--- src/design/gcd_pkg.sv ---
// ---------------------------------------------------------------------------
// gcd_pkg: shared constants for the great-circle distance pipeline
// Fixed-point formats, reduction bounds, the degree-to-radian factor and the
// CORDIC arctangent table used by the rotation and vectoring units.
// ---------------------------------------------------------------------------
package gcd_pkg;

    // Angle in degrees with 17 fraction bits, as fed to a rotation unit.
    localparam int ANG_W = 26;

    // Reduction bounds in degrees, 17 fraction bits.
    localparam logic signed [26:0] TURN_D17    = 27'sd47185920;
    localparam logic signed [26:0] HALF_D17    = 27'sd23592960;
    localparam logic signed [26:0] QUARTER_D17 = 27'sd11796480;

    // Degrees (17 fraction bits) to radians (30 fraction bits), scaled by 2^28.
    // The 36-bit factor is split into two 18-bit halves for the multipliers.
    localparam logic [35:0] DEG_TO_RAD_K = 36'd38380196138;
    localparam logic [17:0] K_HI = DEG_TO_RAD_K[35:18];
    localparam logic [17:0] K_LO = DEG_TO_RAD_K[17:0];

    // CORDIC datapath widths and start value.
    localparam int XY_W = 33;
    localparam int Z_W  = 34;
    localparam logic signed [XY_W-1:0] CORDIC_GAIN_INV = 33'sd652032874;
    localparam int MAX_STAGES = 32;

    // atan(2^-i) in radians with 30 fraction bits, truncated.
    localparam logic [29:0] ATAN_TAB [MAX_STAGES] = '{
        30'd843314856, 30'd497837829, 30'd263043836, 30'd133525158,
        30'd67021686,  30'd33543515,  30'd16775850,  30'd8388437,
        30'd4194282,   30'd2097149,   30'd1048575,   30'd524287,
        30'd262143,    30'd131071,    30'd65535,     30'd32767,
        30'd16383,     30'd8191,      30'd4095,      30'd2047,
        30'd1023,      30'd511,       30'd255,       30'd127,
        30'd63,        30'd31,        30'd15,        30'd7,
        30'd3,         30'd1,         30'd0,         30'd0
    };

    // One in Q30 and the square root unit size (one root bit per step).
    localparam logic [30:0] ONE_Q30    = 31'd1073741824;
    localparam int          SQRT_STEPS = 31;

    // Fixed latencies outside the CORDIC units.
    localparam int PREP_STAGES = 3;
    localparam int MUL_STAGES  = 3;
    localparam int DIST_STAGES = 2;

    // Radius register and result.
    localparam int               RADIUS_W     = 13;
    localparam logic [12:0]      RADIUS_RESET = 13'd6371;
    localparam int               DIST_W       = 23;
    localparam logic [22:0]      DIST_MAX     = 23'h7FFFFF;

endpackage

--- src/design/gcd_sqrt.sv ---
// ---------------------------------------------------------------------------
// gcd_sqrt: pipelined floor square root of a Q30 value shifted up by 30
// Restoring digit-by-digit root, one result bit per register stage.
// ---------------------------------------------------------------------------
module gcd_sqrt (
    input  logic        clk,
    input  logic        adv,
    input  logic [30:0] val,
    output logic [30:0] root
);

    localparam int N   = gcd_pkg::SQRT_STEPS;
    localparam int RW  = 34;

    logic [RW-1:0] rem_reg   [N];
    logic [30:0]   root_reg  [N];
    logic [61:0]   rad_reg   [N];
    logic [RW-1:0] rem_next  [N];
    logic [30:0]   root_next [N];
    logic [61:0]   rad_next  [N];

    always_comb
    begin
        logic [RW-1:0] rp;
        logic [30:0]   qp;
        logic [61:0]   vp;
        logic [RW-1:0] sh;
        logic [RW-1:0] trial;
        for (int k = 0; k < N; k++)
        begin
            if (k == 0)
            begin
                rp = '0;
                qp = '0;
                vp = {1'b0, val, 30'd0};
            end
            else
            begin
                rp = rem_reg[k-1];
                qp = root_reg[k-1];
                vp = rad_reg[k-1];
            end
            sh          = {rp[RW-3:0], vp[61:60]};
            trial       = {1'b0, qp, 2'b01};
            rad_next[k] = {vp[59:0], 2'b00};
            if (sh >= trial)
            begin
                rem_next[k]  = sh - trial;
                root_next[k] = {qp[29:0], 1'b1};
            end
            else
            begin
                rem_next[k]  = sh;
                root_next[k] = {qp[29:0], 1'b0};
            end
        end
    end

    always_ff @(posedge clk)
    begin
        if (adv)
        begin
            for (int k = 0; k < N; k++)
            begin
                rem_reg[k]  <= rem_next[k];
                root_reg[k] <= root_next[k];
                rad_reg[k]  <= rad_next[k];
            end
        end
    end

    assign root = root_reg[N-1];

endmodule

--- config.mk ---
export PLATFORM = sky130hd
export DESIGN_NAME = gcd_sqrt
export DESIGN_NICKNAME = d
export VERILOG_FILES = /design/src/design/gcd_pkg.sv /design/src/design/gcd_sqrt.sv
export SDC_FILE = /design/constraint.sdc
export NUM_CORES = 2
export LEC_CHECK = 0
export ABC_AREA = 0
export BUFFER_PORTS_ARGS = -buffer_cell sky130_fd_sc_hd__buf_2
export CAP_MARGIN = 20
export CORE_ASPECT_RATIO = 1.25
export CORE_MARGIN = 1.5
export CORE_UTILIZATION = 50
export CTS_CLUSTER_SIZE = 20
export DETAILED_ROUTE_END_ITERATION = 10
export HOLD_SLACK_MARGIN = 0.03
export PLACE_DENSITY = 0.72
export SLEW_MARGIN = 20
export SYNTH_ARGS = -nofsm -noshare
export SYNTH_HDL_FRONTEND = slang
export SYNTH_SLANG_ARGS = --single-unit
--- constraint.sdc ---
create_clock -name clk -period 3.9 [get_ports clk]
set_clock_uncertainty 0.1 [all_clocks]
set_input_delay 0.78 -clock clk [delete_from_list [all_inputs] [get_ports clk]]
set_output_delay 0.78 -clock clk [all_outputs]
set_load 0.01 [all_outputs]
==> summary by stage <==
Clocking
CTS built an H-tree with a depth of 4. The clock passes through at most 3 buffers. The tree is rooted in a sky130_fd_sc_hd__clkbuf_16. TritonCTS built the clock tree.

The clock reaches the later pin of the worst-skew pair after 0.81 ns. Buffers inserted during clock tree synthesis total 160. For this design, the sink count on the clock tree is 1628. The clock-pin transition on the worst setup and hold timing paths is 0.06 ns.

Synthesis
The share of synthesized area in the top cell type comes to 57.5%. The cell area after synthesis is 0.0850 sq mm. The number of nets in the synthesized netlist is 7813. In the synthesized netlist the async set-or-reset flop fraction comes to 0%.

Summed over all instances, the cell type with the most area after synthesis is sky130_fd_sc_hd__edfxtp_1. Ranked by total cell area, the synthesized netlist is headed by sky130_fd_sc_hd__edfxtp_1 (57%), sky130_fd_sc_hd__ha_1 (7.3%), sky130_fd_sc_hd__xor2_1 (3.6%), sky130_fd_sc_hd__xnor2_1 (3.4%), sky130_fd_sc_hd__inv_1 (2.9%). The post-synthesis area per instance is 11.7 sq um. The most frequently used flop master after synthesis is sky130_fd_sc_hd__edfxtp_1. The number of distinct library cells after synthesis is 99. The sequential share of the synthesized area is 57.5%. The number of flops mapped to enable cells by yosys is 1628.

The synthesized netlist cell count is 7270. For this run, the number of Yosys warnings is 0. The synthesized design contains 1628 register bits.

Timing
At the pin with the least slew margin, the transition time is 0.951 ns. The upper clock frequency limit is 266 MHz. Setup repair after global routing left no endpoint under its margin.

The final critical-path share of the clock period is 96.4%. The number of pins exceeding their max-slew limit in the final report is 0. The routed design could run at a clock period as short as 3.76 ns. The total of endpoints with negative setup slack in the final report is 0. The final hold violation count is 0.

The setup TNS is 0 ns. The worst slew margin relative to its limit is 36.0%. The tightest hold path in the finished design has a slack of 0.0842 ns.

Route
The detail-routed via count per cell is 5.58. The total via count in the routed design is 55049. For this block, the routed nets add up to 171000 microns of wire. The iteration-0 DRC count of the detailed router is 3890.

After detailed routing, the average wire length per cell comes to 17.3 microns. In this run the remaining antenna-violating nets after routing total 0. The detailed-routing iteration count for the pre-antenna-repair pass is 6. The DRC violation count after routing is 0.

Setup path
The critical path's largest stage delay is 0.42 ns. The worst-path cell with the longest stage delay is sky130_fd_sc_hd__fa_1. Data on the critical path is required at its endpoint by 4.35 ns. The element type at the critical path start is a flop. The signal on the critical path passes through inv_1 -> ha_1 -> inv_1 -> fa_1 -> nor2b_1 -> o31ai_1 -> a21oi_1 -> nand2_1 -> o211a_1 -> o31ai_2 -> a21oi_1 -> a21oi_2 -> buf_12 -> mux2_2. The number of buffers and inverters on the critical path is 3. STA classifies the critical path endpoint as a flop. Along the worst path, the maximum fanout reaches 30. The critical path in this run is classified as reg -> reg. The dominant delay contributor by cell family on the critical path is compound AO/OA/AOI/OAI gates.

The worst path arrival time is 4.21 ns.

Die
After floorplanning, the core was sized to cover 0.169 sq mm. In this run the count of I/O pins placed on the die edge is 64. The die covers 0.173 sq mm. The number of rows created at floorplan is 169.

The overall die height is 464 microns. The initial cell density of the core is 50.2%. From left edge to right edge, the die measures 372 microns.

Global routing
The number of antenna violations at the first check in global routing is 1. The largest net degree at the start of global routing is 128. The number of global-route vias before repair came to 55334. The global-route usage over all layers is 19.6%. The total overflow left after global routing is 0. The first-pass GRT wire length is 275000 microns. The most used routing layer is met2. The global routing met3 resource utilization is 2.72%. The met1 layer usage reported by global route is 22.1%. For met2 alone, demand over resource in global routing was 36.4%.

Pwr
Per report_power, the combinational group accounts for 23.6% of the total. The leakage power summed over all cells is 0.0369 uW. The part of the total power dissipated in sequential elements is 46.9%. The part of the total power dissipated in the clock network is 29.5%. The worst-case IR drop observed on VDD is 401 uV. In this run the power density over the cells is 549 mW/mm^2.

In this run switching power makes up 29.2% of total power. The net switching power is 15200 uW. Cell internal power was estimated by the tool at 36700 uW.

Place
The total half-perimeter wirelength after legalization and detailed placement is 126000 microns. Routability-driven placement finished with a final weighted congestion of 0.937. Input and output buffers added on the ports amount to 63. The area of placed instances is 0.0889 sq mm.

Run status
The flow ran to the end, and the final reports show no timing, DRC or antenna violations.

Cells and area
The combined area of the multi-input logic cells is 0.0333 sq mm. After routing the design area is 0.0944 sq mm. From synthesis to final layout, the design area changed by 11.0%. The combined flip-flop and latch cell area is 0.0489 sq mm.

The share of cells above drive strength 1 is 7.56%. The number of flip-flops in the largest register is 892. The fill cell total of the finished layout is 13807. The number of nets in the layout is 8057.

Flow run
Max-cap violations in this run came to 0.

Min path
The worst min-delay path category is in -> reg.
kinds of logic after synthesis:
kind of cell	after synthesis	synth area share, %
multiplexers	88	1.17
AO/OA/AOI/OAI	1583	11.6
AND/OR/NAND/NOR	1998	11.6
adder cells (fa/ha/maj)	510	7.63
flip-flops	1628	57.5
other	1	0.00441
buffers and inverters	787	3.57
XOR/XNOR	675	6.95
timing repair:
item / in CTS / in global routing
resized for setup: 0 / 16
setup buffers: 0 / 0
hold endpoints to repair: 28 / 0
setup endpoints to repair: 0 / 67
hold buffers: 28 / 0
per-layer routing:
layer	vias up	part of all wire, %
met4	0	4.5
li1	27082	-
met3	430	3.2
met5	-	0
met1	26355	40
met2	1182	53
worst paths after layout:
kind                                       start               to  slack, ns  depth (start not counted)
worst max register to register  root_reg[1][341]  rem_reg[1][410]       0.14                         14
worst min-delay path                      val[9]   rad_reg[0][39]       0.08                          1
worst min register to register   rad_reg[0][357]  rad_reg[0][419]       0.31                          0
worst max-delay path            root_reg[1][341]  rem_reg[1][410]       0.14                         14
through the flow:
step	power (uW)	util, %	setup slack, ns	instances
after floorplan	33100	-	0.333	7270
after global placement	36300	52.5	0.0982	9547
after detailed placement	36700	52.5	0.0690	9547
after CTS	52100	55.7	0.0466	9860
after global routing	54500	55.7	0.000524	9861
final	51900	55.7	0.140	9861
cells in the mapped netlist, drive strengths merged (28+ instances only):
cell type	n
o21bai	51
a211oi	51
nand2b	106
xor2	349
nor2b	71
ha	496
o31ai	61
o21ai	498
inv	662
a31oi	42
and2	28
nor2	412
nor3	210
o21a	101
xnor2	326
a21oi	388
a21o	194
nand2	606
mux2	81
buf	28
nor4	106
or2	43
nand4	45
and3	57
or3	75
edfxtp	1628
nand3	109
clkbuf	96
or4	44
o211ai	31
layout make-up:
class	count	area share [%]
flip-flops and latches	1628	51.8
diodes	1	0.00265
clock inverters	108	1.12
well taps	2223	2.95
clock buffers	177	4.35
repair buffers	206	1.91
multi-input cells	4855	35.2
inverters	663	2.64
placed cells by master, fill, tap and decap left out, drive strengths merged, types with 75 or more instances in the layout:
| master | count |
|---|---|
| a21o | 194 |
| nand2b | 106 |
| a21oi | 388 |
| edfxtp | 1628 |
| clkbuf | 177 |
| nand3 | 109 |
| nor4 | 106 |
| nor3 | 210 |
| xor2 | 349 |
| buf | 178 |
| nand2 | 606 |
| nor2 | 412 |
| o21ai | 498 |
| o21a | 101 |
| ha | 496 |
| mux2 | 81 |
| or3 | 75 |
| xnor2 | 326 |
| inv | 668 |
power by group through the flow:
stage / sequential, uW / clock [uW] / combinational (uW)
floorplan: 23900 / 0 / 9190
global placement: 24600 / 0 / 11700
detailed placement: 24700 / 0 / 12000
CTS: 24300 / 15700 / 12100
global route: 24600 / 16300 / 13700
finish: 24300 / 15300 / 12200
worst reg2reg max path: cells and delay by family, from the launching register on:
family	cells	cell delay [ns]
buffers and inverters	3	0.36
multiplexers	1	0.38
adder cells (fa/ha/maj)	2	0.62
AND/OR/NAND/NOR	2	0.34
AO/OA/AOI/OAI	6	1.35
flip-flops	1	0.38
(Power assumes the default switching activity.)
